### config.mk
export PLATFORM = sky130hd
export DESIGN_NAME = hvsc_queue
export DESIGN_NICKNAME = d
export VERILOG_FILES = /design/src/hdl/hvsc_pkg.sv /design/src/hdl/hvsc_queue.sv
export SDC_FILE = /design/constraint.sdc
export NUM_CORES = 1
export LEC_CHECK = 0
export BUFFER_PORTS_ARGS = -buffer_cell sky130_fd_sc_hd__buf_2
export CORE_MARGIN = 1.5
export CORE_UTILIZATION = 55
export CTS_BUF_LIST = sky130_fd_sc_hd__clkbuf_4
export DETAILED_ROUTE_END_ITERATION = 7
export PLACE_DENSITY = 0.86
export RECOVER_POWER = 50
export SLEW_MARGIN = 0
export SYNTH_ARGS = -nofsm -noshare
export SYNTH_HDL_FRONTEND = slang
export SYNTH_SLANG_ARGS = --single-unit
### constraint.sdc
create_clock -name i_clk -period 2.5 [get_ports i_clk]
set_input_delay 0 -clock i_clk [delete_from_list [all_inputs] [get_ports i_clk]]
set_output_delay 0 -clock i_clk [all_outputs]
set_load 0.05 [all_outputs]
### src/hdl/hvsc_pkg.sv
`timescale 1ns / 1ps
package hvsc_pkg;

    // saturation pressure polynomial, scaled by 1e11: A*T^2 - B*T + C
    localparam logic [15:0]        Q_A = 16'd49569;
    localparam logic [25:0]        Q_B = 26'd54750000;
    localparam logic signed [43:0] Q_C = 44'sd143740000000;

    // atmospheric pressure scaled by 1e15, and 0.622 scaled to 0.001 g/kg
    localparam logic [56:0] D_K = 57'd101325000000000000;
    localparam logic [19:0] N_K = 20'd622000;

    localparam logic [15:0] RATIO_MAX = 16'hFFFF;

    // floor(x/13) and floor(x/11) for x < 2^20 as (x*R) >> RECIP_SH
    localparam logic [20:0] RECIP_13 = 21'd1290556;
    localparam logic [20:0] RECIP_11 = 21'd1525202;
    localparam int          RECIP_SH = 24;

    localparam int BAND_HIGH_MIN = 6000;
    localparam int BAND_MID_MIN  = 3000;
    localparam int HIGH_CLAMP    = 5800;
    localparam int MID_LO_CLAMP  = 2800;
    localparam int MID_HI_CLAMP  = 6200;
    localparam int STEP_MIN      = 260;
    localparam int ERR_DEAD      = 250;
    localparam int VALVE_MAX     = 10000;
    localparam int VALVE_FLOOR   = 270;
    localparam int VALVE_NEG     = 10;

    localparam logic [15:0] TARGET_RESET = 16'd10000;

    typedef enum logic [1:0] {
        BAND_LOW,
        BAND_MID,
        BAND_HIGH
    } t_band;

    typedef struct packed {
        logic [15:0] ratio;
        logic        sat;
        logic [13:0] fb;
    } t_front_res;

endpackage

### src/hdl/hvsc_queue.sv
`timescale 1ns / 1ps
module hvsc_queue #(
    parameter int DEPTH = 4
) (
    input  logic                 i_clk,
    input  logic                 i_rst_n,
    input  logic                 i_push_valid,
    input  hvsc_pkg::t_front_res i_push_data,
    output logic                 o_push_ready,
    output logic                 o_pop_valid,
    output hvsc_pkg::t_front_res o_pop_data,
    input  logic                 i_pop_ready
);

    localparam int PW = (DEPTH > 1) ? $clog2(DEPTH) : 1;
    localparam int CW = $clog2(DEPTH + 1);

    hvsc_pkg::t_front_res r_mem [0:DEPTH-1];
    logic [PW-1:0] r_wr_ptr;
    logic [PW-1:0] r_rd_ptr;
    logic [CW-1:0] r_count;
    logic          push;
    logic          pop;

    assign o_push_ready = r_count != CW'(DEPTH);
    assign o_pop_valid  = r_count != '0;
    assign o_pop_data   = r_mem[r_rd_ptr];
    assign push = i_push_valid && o_push_ready;
    assign pop  = o_pop_valid && i_pop_ready;

    always_ff @(posedge i_clk) begin
        if (!i_rst_n) begin
            r_wr_ptr <= '0;
            r_rd_ptr <= '0;
            r_count  <= '0;
        end else begin
            if (push) begin
                r_wr_ptr <= (r_wr_ptr == PW'(DEPTH - 1)) ? '0 : r_wr_ptr + 1'b1;
            end
            if (pop) begin
                r_rd_ptr <= (r_rd_ptr == PW'(DEPTH - 1)) ? '0 : r_rd_ptr + 1'b1;
            end
            if (push && !pop) begin
                r_count <= r_count + 1'b1;
            end else if (pop && !push) begin
                r_count <= r_count - 1'b1;
            end
        end
    end

    always_ff @(posedge i_clk) begin
        if (push) begin
            r_mem[r_wr_ptr] <= i_push_data;
        end
    end

endmodule

; Word-level counts from Yosys, hierarchy flattened
; Memory sizes are Yosys's and may differ from the RTL's. A register that Yosys moved wholly into a read port is not among the register bits.
; Index checks and enable logic that the tools add are counted.
[classes]
eq_ne = 3
n_addsub = 4
n_reduce_logical = 8
n_bitwise = 0
n_div = 0
n_mux = 8
n_lt_le_gt_ge = 0
shift = 0
n_mul = 0
[op_table]
columns = operator, n
row1 = 2-to-1 mux 2 bit, 4
row2 = 2-to-1 mux 3 bit, 2
row3 = adder 2 x 1 -> 2 bit (second input constant), 2
row4 = == test 2 bit (second input constant), 2
row5 = logical AND 1 bit, 4
row6 = adder 3 x 1 -> 3 bit (second input constant), 1
row7 = != test 3 bit (second input constant), 1
row8 = nonzero test 3 bit, 1
row9 = subtractor 3 x 1 -> 3 bit (second input constant), 1
row10 = zero test 1 bit, 2
row11 = 2-to-1 mux 1 bit, 2
row12 = nonzero test 2 bit, 1
[totals]
latch_bits = 0
in_bits = 35
mem_count = 1
mem_bits_ro = 0
register_bits = 7
ram_bits = 124
out_inout_bits = 33
[memory_table]
columns = memory, depth, width, rd, rd_clocked_by_memory_dff, wr, line_no
row1 = r_mem, 4, 31, 1, 1, 1, hvsc_queue.sv:18  ; hvsc_pkg::t_front_res r_mem [0:DEPTH-1];

; Logic depth before layout (Yosys ltp)
; Gate-level depths: netlist of the first run.
[logic_depth]
ltp_word = 6
mapped_depth = 9
mapped_depth_nobuf = 8

; Worst setup path before layout of the first run
; No wires, ideal clock.
[synth_timing]
path_kind = flip-flop to flip-flop
start = reg r_count[0]
end = reg r_count[2]
arrival_time_ns = 2.318
path_buffers = 1
setup_slack_ns = 0.106
stages_incl_launch_ff = 10
setup_time_ns = 0.076
synth_period_minus_slack_ns = 2.394
cell_sequence = dfxtp_1 -> or3b_1 -> clkbuf_2 -> and2_4 -> ha_1 -> inv_1 -> fa_1 -> xor2_1 -> or3_2 -> a21boi_0
[synth_via]
elab_chain_cells = 5
elab_cells_between_ends = 13
[synth_rtl]
columns = item, line_no
row1 = from (decl), hvsc_queue.sv:21  ; logic [CW-1:0] r_count;
row2 = from (signal assigned), hvsc_queue.sv:44  ; r_count <= r_count + 1'b1;
row3 = from (signal assigned), hvsc_queue.sv:46  ; r_count <= r_count - 1'b1;
row4 = != test 3 bit (*), hvsc_queue.sv:25  ; assign o_push_ready = r_count != CW'(DEPTH);
row5 = named net o_push_ready, hvsc_queue.sv:9  ; output logic o_push_ready,
row6 = logical AND 1 bit (*), hvsc_queue.sv:28  ; assign push = i_push_valid && o_push_ready;
row7 = named net push, hvsc_queue.sv:22  ; logic push;
row8 = zero test 1 bit, hvsc_queue.sv:45  ; end else if (pop && !push) begin
row9 = logical AND 1 bit, hvsc_queue.sv:45
row10 = nonzero test 2 bit (no source line), -
; Mark *: on every way through the listed nets, which the timed path passes. The rest lies on a longest branch. The select of a mux whose other input is x is not followed.
; A chain may end at the register's enable or synchronous reset.

; Worst setup path in the final report of the first run
[layout_timing]
start = reg r_count[1]
end = reg r_count[2]
[layout_via]
elab_chain_cells = 5
elab_cells_between_ends = 13
[layout_rtl]
columns = item, line_no
row1 = != test 3 bit (*), hvsc_queue.sv:25
row2 = logical AND 1 bit (*), hvsc_queue.sv:28
row3 = named net push, hvsc_queue.sv:22
row4 = zero test 1 bit, hvsc_queue.sv:45
row5 = logical AND 1 bit, hvsc_queue.sv:45
row6 = nonzero test 2 bit (no source line), -
; Marked as above.

==> metrics, run 1 <==
outcome complete, no violations; FILL cells 576; slowest CP cell or3_2; Pwr per Cell Area 1030 mW/mm2; crit-path cells or3b_1 -> and2_4 -> ha_1 -> inv_1 -> fa_1 -> xor2_1 -> or3_2 -> a21boi_0; simple-gate share of the synthesized area 2.38%; ant diodes 0; Ports 68; maximum clock path buffer count 2; hold crit path type input port to flip-flop; RSZ-0062 raised after global routing false; Ys Warns 0; Slew headroom 45.2%; Tot Pwr 6.21 mW; fin util 68.9%; final worst-path setup slack 0.193 ns; 1st-pass router iterations 4; Post-Route WL 8.23 mm; hold_sp i_push_data[3]; hold_ws 0.314 ns; Critical Path Fanout Max 7; Clk Tree Root Cell clkbuf_4; worst flop-to-flop path startpoint r_count[1]; Peak Freq 433 MHz; compound-gate portion of the synthesized area 0.710%; drt via density 5.36; Critical Path Start Type flip-flop; Final Cell Area 0.00601 mm2; Worst Setup Path Type flip-flop to flip-flop; register area share after synthesis 79.1%; dpl ws 0.171 ns; most frequent cells in the layout edfxtp_1 (124), dlygate4sd3_1 (36), buf_2 (34), clkbuf_1 (34), mux4_2 (31); Core Area 0.00872 mm2; final hold violation count 0; initial antenna violation count 0; CP delay by family, top simple AND/OR/NAND/NOR gates; synthesis-stage register bit count 133; Slew Limit Fails 0; CP max stage delay 0.42 ns; CTS Sinks 133; mux contribution to synthesized area 14.6%; gr ovfl total 0; routed vias 2419; site row count 34; WP data required 2.91 ns; synthesized area 0.00493 mm2; final cell count without fillers 451; die width 97.7 um; Final #Nets 372; clk_lat worst skew 0.48 ns; antenna-violating nets left 0; Synth cell types 26; Final Cycle Share 92.3%; H-tree depth 4; Area after DPL 0.00540 mm2; Die H 97.7 um; Worst Path Arrival 2.72 ns; vias in the first global route 2567; Static Leak 2.00 nW; MaxCap Viol Count 0; skew final 0.0126 ns; minimum clock period 2.31 ns; setup_tns 0 ns; # setup viols final 0; drt first-iter violations 121; GPL Wtd Cong 0.732; largest family of logic cells by synthesized area multiplexers; Least-Margin Pin Slew 0.821 ns; GR Util All Layers 18.9%; DRC viols 0; crit end category flip-flop; IR drop worst, VDD 0.490 mV; buffer and inverter count on the worst path 1; Syn-to-layout area delta 21.7%; Initial Util 56.6%; Port Buf Inserts 67; Post-Synth Adder-Cell Area 1.93%; HPWL Detailed 4.93 mm; largest net degree at the start of global routing 32; Syn Nets 254; die area 0.00955 mm2; routed len/inst 18.2 um; xor and xnor area share after synthesis 0.355%; Clock transition at path regs 0.12 ns; commonest non-fill, non-tap cell in the layout edfxtp_1; first-pass GRT wire length 13.1 mm; Mapped Cells 212; CTS tree yes; fraction of layout instances using a drive strength above 1 32.1%; CTS buffer count 17; Mean Syn Cell Area 23.3 um2; placed instance count 383; CP startpoint r_count[1]
==> report_power, final <==
part | internal [mW] | leakage, nW | switching [mW]
combinational | 0.654 | 0.646 | 1.37
clock | 0.614 | 0.145 | 0.765
sequential | 2.71 | 1.21 | 0.0969
==> routing by layer <==
| metal | share of wire (%) | GRT usage [%] |
|---|---|---|
| met1 | 42 | 23.5 |
| met2 | 53 | 32.0 |
| met3 | 4.2 | 5.90 |
| met4 | 0.62 | 6.04 |
| met5 | 0 | 0 |
==> synth_stat cells, drive strengths merged <==
library cell / number / area, um2
mux4: 31 / 698
inv: 3 / 11.3
mux2i: 2 / 20.0
o31ai: 1 / 7.51
nor2: 2 / 7.51
o21ai: 4 / 20.0
xor2: 1 / 8.76
and3: 4 / 30.0
edfxtp: 124 / 3720
or3b: 1 / 8.76
nand2: 5 / 18.8
a21boi: 1 / 7.51
nand4: 1 / 6.26
ha: 6 / 75.1
nor2b: 1 / 6.26
fa: 1 / 20.0
or3: 2 / 15.0
and2: 2 / 15.0
dfxtp: 9 / 180
buf: 6 / 26.3
clkbuf: 2 / 8.75
nand3: 2 / 10.0
xnor2: 1 / 8.76
==> state kept, by name, indices dropped and copies added, names as in the netlist, named ones only <==
| name | flops |
|---|---|
| r_rd_ptr | 2 |
| r_wr_ptr | 2 |
| r_mem | 124 |
| r_count | 3 |
==> logic make-up after synthesis <==
| logic type | after synthesis |
|---|---|
| XOR/XNOR | 2 |
| adder cells (fa/ha/maj) | 7 |
| buffers and inverters | 11 |
| AND/OR/NAND/NOR | 20 |
| AO/OA/AOI/OAI | 6 |
| flip-flops | 133 |
| multiplexers | 33 |
==> final cells by class <==
| class | instances | area [um2] | area share (%) |
|---|---|---|---|
| multi-input cells | 68 | 983 | 16.4 |
| flip-flops and latches | 133 | 3910 | 65.1 |
| clock inverters | 14 | 153 | 2.54 |
| repair buffers | 107 | 681 | 11.3 |
| well taps | 108 | 135 | 2.25 |
| clock buffers | 18 | 135 | 2.25 |
| inverters | 3 | 11.3 | 0.188 |
==> timing repair <==
action,4_1_cts,5_1_grt
endpoints found under the hold margin,133,0
buffers inserted,0,0
hold buffers,36,0
gates resized for setup,0,1
endpoints found under the setup margin,0,1
==> final timing paths <==
path                       to  cells after the start  slack (ns)
setup reg to reg   r_count[2]                      8        0.19
hold reg to reg   r_wr_ptr[1]                      2        0.52
hold / removal    r_mem[2][3]                      2        0.31
setup / recovery   r_count[2]                      8        0.19
==> worst register-to-register path, delay by kind of cell, from the launching register on <==
kind	cells	cell delay (ns)
AOI/OAI and AO/OA	1	0.17
xor gates and xnor gates	1	0.18
and+or+nand+nor	3	0.84
DFF	1	0.41
buffers and inverters	1	0.06
adders and majority gates	2	0.57
No activity file was read; power rests on OpenSTA's default activity.
==> run 2: changes to the inputs <==
- CORE_UTILIZATION: 55 -> 59
- PLACE_DENSITY: 0.86 -> 0.91
==> run 2 against run 1 <==
Against the previous run:
- flip-flop and latch count unchanged
- first-iteration DRC count increased by 33%
- combinational power about the same
- clock-buffer cell count increased by 1
- power about the same
- sequential share of layout area about the same
- die area decreased by 6.6%
- global-route usage increased by 2.7 points
- via count increased by 3.6%
- final cell count decreased by 0.44%
- setup slack improved by 0.018 ns
- sequential power about the same
- critical path type unchanged
- critical endpoint is now r_wr_ptr[0]
==> metrics, run 2 (synthesized netlist as in run 1, its figures left out) <==
outcome complete, no violations; final hold violation count 0 (unchanged); die area 0.00892 mm2 (-6.6%); Cell Int Power 3.98 mW (about the same); minimum clock period 2.29 ns (-0.0176 ns); Area after DPL 0.00541 mm2 (about the same); Most flops, register r_mem; Die H 94.4 um (-3.3%); crit end category flip-flop; Static Leak 2.00 nW (about the same); routed wl met2 4.58 mm (+4.1%); 1st-pass router iterations 4 (unchanged); CTS buffer count 17 (unchanged); GPL Wtd Cong 0.735 (+0.41%); Least-Margin Pin Slew 0.831 ns (+0.00956 ns); routed len/inst 19.1 um (+4.5%); Met3 Routed Length 454 um (+30%); Critical Path Fanout Max 7 (unchanged); Psw 2.23 mW (-0.34%); WP data required 2.89 ns (-0.02 ns); routed vias 2506 (+3.6%); Final #Nets 373 (+0.27%); Final Cycle Share 91.6% (-0.70 points); Clock transition at path regs 0.12 ns (about the same); site row count 33 (-2.9%); gr ovfl total 0 (unchanged); initial antenna violation count 0 (unchanged); ant diodes 0 (unchanged); Port Buf Inserts 67 (unchanged); skew final 0.0165 ns (+0.00397 ns); drt first-iter violations 161 (+33%); CTS Sinks 133 (unchanged); Slew headroom 44.6% (-0.64 points); first-pass GRT wire length 13.3 mm (+1.1%); top flop regs r_mem: 124 flops, r_count: 3 flops; Final Cell Area 0.00600 mm2 (-0.10%); H-tree depth 4 (unchanged); IR drop worst, VDD 0.681 mV (+39%); die width 94.4 um (-3.3%); drt via density 5.58 (+4.1%); clk_lat worst skew 0.50 ns (+0.02 ns); Critical Path Start Type flip-flop; Worst Hold Path Cells 2 (unchanged); Post-Route WL 8.56 mm (+4.1%); RSZ-0062 raised after global routing false; Syn-to-layout area delta 21.6%; Pwr per Cell Area 1040 mW/mm2 (about the same); Comb pwr share 32.9% (+0.3 points); Initial Util 60.3% (+3.8 points); Post-Route M1 WL 3.38 mm (-1.5%); maximum clock path buffer count 2 (unchanged); Worst Path Arrival 2.68 ns (-0.04 ns); Clk Tree Root Cell clkbuf_4; sequential share of power 45.4% (+0.2 points); CTS tree yes; setup_tns 0 ns (unchanged); Ports 68 (unchanged); most frequent cells in the layout edfxtp_1 (124), dlygate4sd3_1 (36), buf_2 (34), clkbuf_1 (34), mux4_2 (31); HPWL Detailed 4.98 mm (+0.90%); DR top layer met4; Worst Reg-to-Reg Cells 5 (-3); largest net degree at the start of global routing 32 (unchanged); MaxCap Viol Count 0 (unchanged); commonest non-fill, non-tap cell in the layout edfxtp_1; fraction of layout instances using a drive strength above 1 32.0% (-0.093 points); # setup viols final 0 (unchanged); Core Area 0.00818 mm2 (-6.3%); Peak Freq 437 MHz (+0.77%); Post-CTS Setup Inserts 0 (unchanged); GR Util All Layers 21.6% (+2.7 points); antenna-violating nets left 0 (unchanged); max reg flops 124 (unchanged); DRC viols 0 (unchanged); vias in the first global route 2650 (+3.2%); Worst Setup Path Type flip-flop to flip-flop; Slew Limit Fails 0 (unchanged); hold crit path type input port to flip-flop; Switching Fraction 35.9% (-0.10 points); clock share of power 21.8% (-0.4 points)
## run 2: what timing repair did
item,in CTS,in global routing
resized for setup,0,1
hold endpoints to repair,133,0
hold buffers,36,0
setup endpoints to repair,0,1
## run 2: power by group through the flow
stage               combinational (mW)  sequential, mW  clock, mW
floorplan                         1.59            2.82          0
global placement                  1.97            2.84          0
detailed placement                2.01            2.87          0
CTS                               2.07            2.82       1.38
global route                      2.16            2.84       1.47
finish                            2.04            2.82       1.35
## run 2: metal layers
layer  GRT usage [%]  up-vias
li1                -     1129
met1            26.0     1266
met2            36.5       97
met3            7.17       14
met4            7.84        0
met5               0        -
## run 2: worst paths after layout
kind	from	end	slack [ns]
worst max-delay path	r_count[2]	r_wr_ptr[0]	0.21
worst max register to register	r_count[2]	r_wr_ptr[0]	0.21
worst min-delay path	i_push_data[1]	r_mem[3][1]	0.30
worst min register to register	r_wr_ptr[1]	r_wr_ptr[1]	0.54
## run 2: critical path, cell delays in order, from the launching register on
cell and delay [ns]:
dfxtp_1 0.41, or3b_4 0.44, nand4_1 0.11, dlygate4sd3_1 0.56, o21ai_0 0.09, dlygate4sd3_1 0.57
## run 2: per-stage QoR
stage / setup slack (ns) / total power, mW / cells / utilization (%) / hold WS, ns
6_report: 0.210 / 6.21 / 449 / 73.4 / 0.300
5_1_grt: 0.0634 / 6.47 / 449 / 73.4 / 0.252
4_1_cts: 0.111 / 6.27 / 449 / 73.9 / 0.203
3_5_place_dp: 0.138 / 4.88 / 381 / 66.1 / 0.218
3_3_place_gp: 0.323 / 4.81 / 381 / 66.1 / 0.211
2_1_floorplan: 0.106 / 4.41 / 212 / - / 0.0989
## run 2: cell type report
| cell class | count | area, um2 |
|---|---|---|
| Multi-Input combinational cell | 68 | 986 |
| Clock buffer | 19 | 143 |
| Tap cell | 105 | 131 |
| Timing Repair Buffer | 108 | 688 |
| Clock inverter | 13 | 134 |
| Inverter | 3 | 11.3 |
| Sequential cell | 133 | 3910 |
| Fill cell | 504 | 2180 |
