$ cat config.mk
export PLATFORM = sky130hd
export DESIGN_NAME = hvsc_back_flat
export DESIGN_NICKNAME = d
export VERILOG_FILES = /design/src/hdl/hvsc_pkg.sv /design/src/hdl/hvsc_if.sv /design/src/hdl/hvsc_back.sv /design/src/flat_wrapper.sv
export SDC_FILE = /design/constraint.sdc
export NUM_CORES = 1
export LEC_CHECK = 0
export ABC_AREA = 1
export BUFFER_PORTS_ARGS = -buffer_cell sky130_fd_sc_hd__buf_2
export CORE_UTILIZATION = 54
export CTS_BUF_LIST = sky130_fd_sc_hd__clkbuf_4
export CTS_CLUSTER_DIAMETER = 120
export DETAILED_ROUTE_END_ITERATION = 10
export PLACE_DENSITY = 0.75
export SLEW_MARGIN = 20
export SYNTH_ARGS = -nofsm -noshare
export SYNTH_HDL_FRONTEND = slang
export SYNTH_SLANG_ARGS = --single-unit
$ cat constraint.sdc
create_clock -name i_clk -period 12.4 [get_ports i_clk]
set_clock_uncertainty 0.1 [all_clocks]
set_input_delay 0.62 -clock i_clk [delete_from_list [all_inputs] [get_ports i_clk]]
set_output_delay 0.62 -clock i_clk [all_outputs]
set_load 0.03 [all_outputs]
$ cat src/hdl/hvsc_pkg.sv
`timescale 1ns / 1ps
package hvsc_pkg;

    // saturation pressure polynomial, scaled by 1e11: A*T^2 - B*T + C
    localparam logic [15:0]        Q_A = 16'd49569;
    localparam logic [25:0]        Q_B = 26'd54750000;
    localparam logic signed [43:0] Q_C = 44'sd143740000000;

    // atmospheric pressure scaled by 1e15, and 0.622 scaled to 0.001 g/kg
    localparam logic [56:0] D_K = 57'd101325000000000000;
    localparam logic [19:0] N_K = 20'd622000;

    localparam logic [15:0] RATIO_MAX = 16'hFFFF;

    // floor(x/13) and floor(x/11) for x < 2^20 as (x*R) >> RECIP_SH
    localparam logic [20:0] RECIP_13 = 21'd1290556;
    localparam logic [20:0] RECIP_11 = 21'd1525202;
    localparam int          RECIP_SH = 24;

    localparam int BAND_HIGH_MIN = 6000;
    localparam int BAND_MID_MIN  = 3000;
    localparam int HIGH_CLAMP    = 5800;
    localparam int MID_LO_CLAMP  = 2800;
    localparam int MID_HI_CLAMP  = 6200;
    localparam int STEP_MIN      = 260;
    localparam int ERR_DEAD      = 250;
    localparam int VALVE_MAX     = 10000;
    localparam int VALVE_FLOOR   = 270;
    localparam int VALVE_NEG     = 10;

    localparam logic [15:0] TARGET_RESET = 16'd10000;

    typedef enum logic [1:0] {
        BAND_LOW,
        BAND_MID,
        BAND_HIGH
    } t_band;

    typedef struct packed {
        logic [15:0] ratio;
        logic        sat;
        logic [13:0] fb;
    } t_front_res;

endpackage

$ cat src/hdl/hvsc_if.sv


interface hvsc_out_if;
    logic        valid;
    logic        ready;
    logic [13:0] valve_command;
    logic [15:0] humidity_ratio;
    logic        ratio_saturated;

    modport source (output valid, output valve_command, output humidity_ratio,
                    output ratio_saturated, input ready);
    modport sink (input valid, input valve_command, input humidity_ratio,
                  input ratio_saturated, output ready);
endinterface


$ cat src/hdl/hvsc_back.sv
`timescale 1ns / 1ps
module hvsc_back (
    input  logic                 i_clk,
    input  logic                 i_rst_n,
    input  logic                 i_res_valid,
    input  hvsc_pkg::t_front_res i_res,
    output logic                 o_res_ready,
    input  logic [15:0]          i_target,
    hvsc_out_if.source           o_result
);

    localparam logic signed [18:0] S_HIGH_MIN = 19'(hvsc_pkg::BAND_HIGH_MIN);
    localparam logic signed [18:0] S_MID_MIN  = 19'(hvsc_pkg::BAND_MID_MIN);
    localparam logic signed [18:0] S_HIGH_CL  = 19'(hvsc_pkg::HIGH_CLAMP);
    localparam logic signed [18:0] S_MID_LO   = 19'(hvsc_pkg::MID_LO_CLAMP);
    localparam logic signed [18:0] S_MID_HI   = 19'(hvsc_pkg::MID_HI_CLAMP);
    localparam logic signed [18:0] S_STEP     = 19'(hvsc_pkg::STEP_MIN);
    localparam logic signed [18:0] S_VMAX     = 19'(hvsc_pkg::VALVE_MAX);
    localparam logic signed [18:0] S_VFLOOR   = 19'(hvsc_pkg::VALVE_FLOOR);
    localparam logic signed [18:0] S_VNEG     = 19'(hvsc_pkg::VALVE_NEG);
    localparam logic signed [16:0] S_DEAD     = 17'(hvsc_pkg::ERR_DEAD);

    logic en_out;
    logic en_b1;

    logic signed [16:0] c_err;
    logic [15:0]        c_mag;
    hvsc_pkg::t_band    c_band;
    logic [19:0]        c_mk;
    logic [20:0]        c_recip;
    logic [40:0]        c_prod;

    logic               r_b1_vld;
    logic [15:0]        r_y;
    logic               r_neg;
    hvsc_pkg::t_band    r_band;
    logic [13:0]        r_fb;
    logic [15:0]        r_ratio;
    logic               r_sat;
    logic               r_elo;
    logic               r_ehi;

    logic signed [18:0] c_f;
    logic signed [18:0] c_v0;
    logic signed [18:0] c_v1;
    logic signed [18:0] c_dv;
    logic signed [18:0] c_v2;
    logic signed [18:0] c_v3;

    logic        r_out_vld;
    logic [13:0] r_cmd;
    logic [15:0] r_ratio_o;
    logic        r_sat_o;

    assign en_out      = !r_out_vld || o_result.ready;
    assign en_b1       = !r_b1_vld || en_out;
    assign o_res_ready = en_b1;

    // error magnitude times band gain, divided through a reciprocal
    always_comb begin
        c_err = $signed({1'b0, i_target}) - $signed({1'b0, i_res.ratio});
        c_mag = c_err[16] ? 16'(-c_err) : c_err[15:0];
        if (i_res.fb >= 14'(hvsc_pkg::BAND_HIGH_MIN)) begin
            c_band = hvsc_pkg::BAND_HIGH;
        end else if (i_res.fb >= 14'(hvsc_pkg::BAND_MID_MIN)) begin
            c_band = hvsc_pkg::BAND_MID;
        end else begin
            c_band = hvsc_pkg::BAND_LOW;
        end
        case (c_band)
            hvsc_pkg::BAND_HIGH: begin
                c_mk    = (20'(c_mag) << 3) + (20'(c_mag) << 1);
                c_recip = hvsc_pkg::RECIP_13;
            end
            hvsc_pkg::BAND_MID: begin
                c_mk    = (20'(c_mag) << 2) + (20'(c_mag) << 1);
                c_recip = hvsc_pkg::RECIP_13;
            end
            default: begin
                c_mk    = (20'(c_mag) << 2) + 20'(c_mag);
                c_recip = hvsc_pkg::RECIP_11;
            end
        endcase
        c_prod = c_mk * c_recip;
    end

    always_comb begin
        c_f  = $signed({5'b0, r_fb});
        c_v0 = r_neg ? c_f + $signed({3'b0, r_y}) : c_f - $signed({3'b0, r_y});
        c_v1 = c_v0;
        case (r_band)
            hvsc_pkg::BAND_HIGH: begin
                if (c_v0 <= S_HIGH_MIN) begin
                    c_v1 = S_HIGH_CL;
                end
            end
            hvsc_pkg::BAND_MID: begin
                if (c_v0 <= S_MID_MIN) begin
                    c_v1 = S_MID_LO;
                end else if (c_v0 >= S_HIGH_MIN) begin
                    c_v1 = S_MID_HI;
                end
            end
            default: begin
                c_v1 = c_v0;
            end
        endcase
        // enforce a minimum step when the error is large
        c_dv = c_v1 - c_f;
        c_v2 = c_v1;
        if (r_elo && c_dv > 19'sd0 && c_dv < S_STEP) begin
            c_v2 = c_f + S_STEP;
        end else if (r_ehi && c_dv < 19'sd0 && c_dv > -S_STEP) begin
            c_v2 = c_f - S_STEP;
        end
        if (c_v2 > S_VMAX) begin
            c_v3 = S_VMAX;
        end else if (c_v2 < S_VFLOOR && c_v2 > 19'sd0) begin
            c_v3 = S_VFLOOR;
        end else if (c_v2 < 19'sd0) begin
            c_v3 = S_VNEG;
        end else begin
            c_v3 = c_v2;
        end
    end

    always_ff @(posedge i_clk) begin
        if (!i_rst_n) begin
            r_b1_vld  <= 1'b0;
            r_out_vld <= 1'b0;
        end else begin
            if (en_b1) begin
                r_b1_vld <= i_res_valid;
            end
            if (en_out) begin
                r_out_vld <= r_b1_vld;
            end
        end
    end

    always_ff @(posedge i_clk) begin
        if (en_b1) begin
            r_y     <= c_prod[39:hvsc_pkg::RECIP_SH];
            r_neg   <= c_err[16];
            r_band  <= c_band;
            r_fb    <= i_res.fb;
            r_ratio <= i_res.ratio;
            r_sat   <= i_res.sat;
            r_elo   <= c_err < -S_DEAD;
            r_ehi   <= c_err > S_DEAD;
        end
        if (en_out) begin
            r_cmd     <= c_v3[13:0];
            r_ratio_o <= r_ratio;
            r_sat_o   <= r_sat;
        end
    end

    assign o_result.valid           = r_out_vld;
    assign o_result.valve_command   = r_cmd;
    assign o_result.humidity_ratio  = r_ratio_o;
    assign o_result.ratio_saturated = r_sat_o;

endmodule

$ cat src/flat_wrapper.sv
// flat-port wrapper written by rule: the top's interface ports become plain ports
module hvsc_back_flat 
  (i_clk, i_rst_n, i_res_valid, i_res, o_res_ready, i_target, o_result_valid, o_result_valve_command, o_result_humidity_ratio, o_result_ratio_saturated, o_result_ready);
  hvsc_out_if o_result_i ();
  input  logic i_clk;
  input  logic i_rst_n;
  input  logic i_res_valid;
  input  hvsc_pkg::t_front_res i_res;
  output logic o_res_ready;
  input  logic [15:0] i_target;
  output wire logic [$bits(o_result_i.valid)-1:0] o_result_valid;
  output wire logic [$bits(o_result_i.valve_command)-1:0] o_result_valve_command;
  output wire logic [$bits(o_result_i.humidity_ratio)-1:0] o_result_humidity_ratio;
  output wire logic [$bits(o_result_i.ratio_saturated)-1:0] o_result_ratio_saturated;
  input wire logic [$bits(o_result_i.ready)-1:0] o_result_ready;
  assign o_result_valid = o_result_i.valid;
  assign o_result_valve_command = o_result_i.valve_command;
  assign o_result_humidity_ratio = o_result_i.humidity_ratio;
  assign o_result_ratio_saturated = o_result_i.ratio_saturated;
  assign o_result_i.ready = o_result_ready;
  hvsc_back u_core (.i_clk(i_clk), .i_rst_n(i_rst_n), .i_res_valid(i_res_valid), .i_res(i_res), .o_res_ready(o_res_ready), .i_target(i_target), .o_result(o_result_i));
endmodule
## After elaboration in Yosys (flattened, before gate mapping)

Index checks and enable logic that the tools add are counted.

- Div/mod/pow operators: 0
- $mul: 1
- Add/sub/neg operators: 10
- Reductions and logical operators: 12
- Shift operators: 0
- Muxes and demuxes: 14
- Bitwise logic cells: 0
- Order comparisons: 15
- Equal/unequal tests: 4

Operators with widths:

| operator | count |
|---|---|
| 19-bit two-way mux | 7 |
| 20-bit by 21-bit multiplier with 40-bit output | 1 |
| 20-bit case mux with 2 select lines | 1 |
| 19-bit by 1-bit > comparator with 1-bit output (second input constant) | 2 |
| 19-bit by 1-bit less-than comparator with 1-bit output (second input constant) | 2 |
| 19-bit by 10-bit less-than comparator with 1-bit output (second input constant) | 2 |
| 19-bit case mux with 2 select lines | 1 |
| 14-bit two-way mux | 2 |
| 19-bit by 17-bit adder with 20-bit output | 1 |
| 18-bit by 16-bit adder with 19-bit output | 1 |
| 18-bit by 17-bit adder with 19-bit output | 1 |
| 19-bit by 14-bit greater-or-equal comparator with 1-bit output (second input constant) | 1 |
| 19-bit by 10-bit > comparator with 1-bit output (second input constant) | 1 |
| 19-bit by 15-bit > comparator with 1-bit output (second input constant) | 1 |
| 19-bit by 13-bit less-or-equal comparator with 1-bit output (second input constant) | 1 |
| 19-bit by 14-bit less-or-equal comparator with 1-bit output (second input constant) | 1 |
| 19-bit by 15-bit subtractor with 19-bit output | 1 |
| 14-bit by 16-bit adder with 17-bit output | 1 |
| 17-bit by 9-bit > comparator with 1-bit output (second input constant) | 1 |
| 17-bit by 9-bit less-than comparator with 1-bit output (second input constant) | 1 |
| 14-bit by 16-bit subtractor with 17-bit output | 1 |
| 16-bit by 16-bit subtractor with 17-bit output | 1 |
| 16-bit two-way mux | 1 |
| 16-bit negation | 1 |
| other kinds (13) | 22 |

- Word-level logic and storage cells: 71
- Bits of input ports: 51
- Register bits after elaboration: 85
- Memory bits (writable): 0
- Bits in read-only memories: 0
- Latch bits: 0
- Memories kept: 0

## Longest topological paths before layout

- Depth in word-level cells: 15
- Gate-level depth with buffers: 73
- Gate-level depth less buffers: 71

## Worst setup path after synthesis

No wires, ideal clock.

- Kind: input -> register
- Start point: in i_target[0]
- End point: reg u_core.r_y[15] (data pin)
- Buffers on the path: 1
- Data arrival time: 11.840 ns
- Slack: 0.197 ns
- Stages: 65
- Setup time: 0.263 ns
- Data required time: 12.037 ns
- Cell sequence: inv_1 -> ha_1 -> fa_1 -> o21ai_1 -> nand2_1 -> nand3_1 -> a21boi_0 -> o21ai_0 -> a21oi_1 -> o21bai_1 -> nand2_1 -> nand2_1 -> nand2_1 -> nand2_1 -> clkbuf_1 -> o21ai_0 -> ha_1 -> fa_1 -> [... 29 more ...] -> inv_1 -> ha_1 -> a21oi_1 -> nand3b_1 -> o211ai_1 -> nand3_1 -> nand2_1 -> a21o_1 -> a21oi_1 -> inv_1 -> a21oi_1 -> o21a_1 -> nor3_1 -> or2_2 -> nand2_1 -> nand3_1 -> xor2_1 -> xor2_1

- Longest elaborated chain between the ends: 6
- Elaborated cells between the ends (all ways): 8
- Those cells by class: add/sub (5); mul (1); mux (2)

Ends and longest elaborated chain:

| item | RTL line | text |
|---|---|---|
| start: declaration | flat_wrapper.sv:10 | `input logic [15:0] i_target;` |
| 16-bit by 16-bit subtractor with 17-bit output (*) | hvsc_back.sv:61 | `c_err = $signed({1'b0, i_target}) - $signed({1'b0, i_res.ratio});` |
| 16-bit negation | hvsc_back.sv:62 | `c_mag = c_err[16] ? 16'(-c_err) : c_err[15:0];` |
| 16-bit two-way mux (*) | hvsc_back.sv:62 |  |
| 19-bit by 17-bit adder with 20-bit output (tied with other cells) | hvsc_back.sv:72 | `c_mk = (20'(c_mag) << 3) + (20'(c_mag) << 1);` |
| 20-bit case mux with 2 select lines (*) | hvsc_back.sv:70 | `case (c_band)` |
| 20-bit by 21-bit multiplier with 40-bit output (*) | hvsc_back.sv:84 | `c_prod = c_mk * c_recip;` |
| named net u_core.c_prod[39] | hvsc_back.sv:31 | `logic [40:0] c_prod;` |
| end signal: assignment | hvsc_back.sv:143 | `r_y <= c_prod[39:hvsc_pkg::RECIP_SH];` |
| end: declaration | hvsc_back.sv:34 | `logic [15:0] r_y;` |

The timed path passes the listed nets; every way through them passes the cells marked *.
A chain may end at the register's enable or synchronous reset.

## Worst setup path after layout

- Start point: in i_res[15] (netlist name)
- End point: reg u_core.r_y[15] (data pin)

- Longest elaborated chain between the ends: 6
- Elaborated cells between the ends (all ways): 8
- Those cells by class: add/sub (5); mul (1); mux (2)

Ends and longest elaborated chain:

| item | RTL line | text |
|---|---|---|
| start: declaration | flat_wrapper.sv:8 | `input hvsc_pkg::t_front_res i_res;` |
| 16-bit by 16-bit subtractor with 17-bit output (*) | hvsc_back.sv:61 |  |
| 16-bit negation | hvsc_back.sv:62 |  |
| 16-bit two-way mux (*) | hvsc_back.sv:62 |  |
| 19-bit by 17-bit adder with 20-bit output (tied with other cells) | hvsc_back.sv:72 |  |
| 20-bit case mux with 2 select lines (*) | hvsc_back.sv:70 |  |
| 20-bit by 21-bit multiplier with 40-bit output (*) | hvsc_back.sv:84 |  |
| named net u_core.c_prod[39] | hvsc_back.sv:31 |  |

Marks and branches as above.

==> reports/metrics.cfg <==
[route]
route.vias.total = 16647
via_per_inst = 5.26
dr.pass1.iters = 5
ant_nets = 0
drc = 0
finalWirelength_um = 50500
first_iter_violations = 1101
wl_per_cell_um = 16.0

[worst_setup_path]
r2r_end = u_core.o_result.valve_command[13]$_SDFFCE_PN1P_
startpoint = i_res[15]
start_kind = input port
worstPathMaxFanout = 4
timing.rr.start = u_core.r_fb[8]$_DFFE_PP_
cpPeakStageDelay_ns = 0.57
worst-endpoint-arrival_ns = 11.94
path_class = in2reg
reg2reg_slack_ns = 4.09
reg2reg_depth = 43
setup.worst_path.end = u_core.r_y[15]$_DFFE_PP_
end_kind = register
required_ns = 12.54
crit_path_top_delay_cell = fa_1
worst_path_most_repeated_cell = nand2_1

[logic_synthesis]
ys_ff_latch = 85
yosys_warnings = 0
synthFlopType = edfxtp_1
mappedNetlistArea_um2 = 19900
async_reset_ff_frac = 0
synth-seq-area-share = 0.127
yosysTopAreaCell = fa_1
synthTopCellsByCount = inv_1, nand2_1, ha_1
yosysMostFrequentCell = inv_1
netlist_top_cells_area = fa_1, ha_1, edfxtp_1, inv_1, nand2_1
synth_edf_count = 83
avgSynthCellArea_um2 = 7.72
synth.top_cell.area_share = 0.241
ys_types = 61
synthCells = 2573

[timing]
worst_slew_pin_slew_ns = 0.795
finalSetupViolCount = 0
finalHoldViolCount = 0
hold_ws_ns = 0.197
period_share = 0.952
relSlewSlack = 0.468
fmax_ghz = 0.0847
period_minus_slack_ns = 11.80
finalMaxSlewViolations = 0

[job]
maxCapViolations = 0

[grt]
grt_start_max_net_pins = 54
grt_util_all_layers = 0.282
antenna_found_initial = 1
gr-total-overflow = 0
grt_pass1_vias = 17093
grt_pass1_wl_um = 84600

[clocking]
tritoncts = built
cts_made_buffers = 9
clk_pin_slew_ns = 0.15
clockBufferDepth = 2
clkLatencyLatePin_ns = 0.48
cts_sinks = 85
cts_root_buf = clkbuf_4
cts_max_level = 3

[floorplanning]
ioPinCount = 84
die-area_um2 = 37600
die_w_um = 194
rows = 69
start_util = 0.553
die_h_um = 194
core_um2 = 35900

[hold_path]
min_path_type = in2reg

[placed_design]
numPortBuffers = 83
dpl.hpwl_um = 44100
routabilityCongestion = 1.00

[cells_and_area]
fill_cells = 3289
drive_gt1_frac = 0.105
utilization = 0.595
nets = 3276
area_delta_synth_final_pct = 7.58

[status]
status = complete, no violations

## per-layer routing
layer | part of all wire | GRT usage | wire length, um
met1 | 0.42 | 0.360 | 21400
met2 | 0.49 | 0.500 | 24800
met3 | 0.048 | 0.0249 | 2400
met4 | 0.036 | 0.103 | 1820
met5 | 0 | 0 | 0
## metrics by stage
stage                     setup TNS [ns]  setup slack (ns)  std cells  instance area, um2
after global placement                 0             0.127       3140               21100
final                                  0             0.600       3163               21400
after CTS                              0            0.0670       3156               21200
after detailed placement           -1.94            -0.455       3140               21100
after global routing             -0.0477           -0.0477       3163               21400
after floorplan                        0             0.197       2589               19900
## timing repair
action	CTS	global route
hold buffers	0	0
setup buffers	0	6
resized for setup	0	39
endpoints found under the hold margin	0	0
endpoints found under the setup margin	0	11
## kinds of logic after synthesis
kind of cell | Yosys count | synth area share
adder cells (fa/ha/maj) | 529 | 0.423
buffers and inverters | 693 | 0.135
AND/OR/NAND/NOR | 960 | 0.212
flip-flops | 85 | 0.127
AO/OA/AOI/OAI | 215 | 0.0625
XOR/XNOR | 89 | 0.0392
other | 2 | 0.000378
## placed cells by master, fill, tap and decap left out, types with 3 or more instances in the layout
cell        n
a21o_1      6
a21oi_1    88
a21oi_2    12
a31oi_1     4
buf_2      83
buf_4      55
clkbuf_4    9
clkinv_1    6
conb_1     18
edfxtp_1   83
fa_1      237
ha_1      289
inv_1     620
inv_2      25
nand2_1   535
nand2_2    19
nand2_4     3
nand3_1   118
nand3_2    13
nand3b_1    5
nand4_1    42
nor2_1    154
nor2_2     21
nor3_1     23
nor4_1      6
o211ai_1    3
o21ai_0    49
o21ai_1    10
o21ai_2     6
o21bai_1    6
o221ai_1    3
o22ai_1     4
o31ai_1     4
or2_2      11
xnor2_1    21
xor2_1     67
## cell type report
cell class	instances	area [um2]	area share
multi-input combinational	1811	14800	0.694
clock inverter	7	78.8	0.00369
antenna	1	2.50	0.000117
tap	461	577	0.0270
sequential	85	2530	0.118
clock buffer	9	67.6	0.00316
inverter	650	2440	0.114
timing repair buffer	139	840	0.0393
## worst min-delay path by stage
stage	from	endpoint	slack (ns)	cells after the start
after floorplan	u_core.r_ratio[0]$_DFFE_PP_	u_core.o_result.humidity_ratio[0]$_DFFE_PP_	0.30	0
after global placement	u_core.r_ratio[1]$_DFFE_PP_	u_core.o_result.humidity_ratio[1]$_DFFE_PP_	0.30	0
after detailed placement	u_core.r_sat$_DFFE_PP_	u_core.o_result.ratio_saturated$_DFFE_PP_	0.31	0
after CTS	i_res[14]	u_core.r_sat$_DFFE_PP_	0.15	1
after global routing	i_res[14]	u_core.r_sat$_DFFE_PP_	0.15	1
final	i_res[14]	u_core.r_sat$_DFFE_PP_	0.20	1
## worst max-delay path, delay by kind of cell
family                   cells  cell delay (ns)
AO/OA/AOI/OAI               18             2.76
adder cells (fa/ha/maj)     12             5.18
AND/OR/NAND/NOR             26             2.39
XOR/XNOR                     3             0.50
buffers and inverters        6             0.44
## flip-flops by register name, summed over array words and instances, names as in the netlist, 2 cells and up
register and flops:
u_core.o_result.humidity_ratio 16, u_core.r_band 2, u_core.r_ratio 16, u_core.r_fb 14
u_core.o_result.valve_command 14, u_core.r_y 16
Power is not shown: default switching activity piles up to over one toggle a cycle in this logic, so the estimate is an artifact.
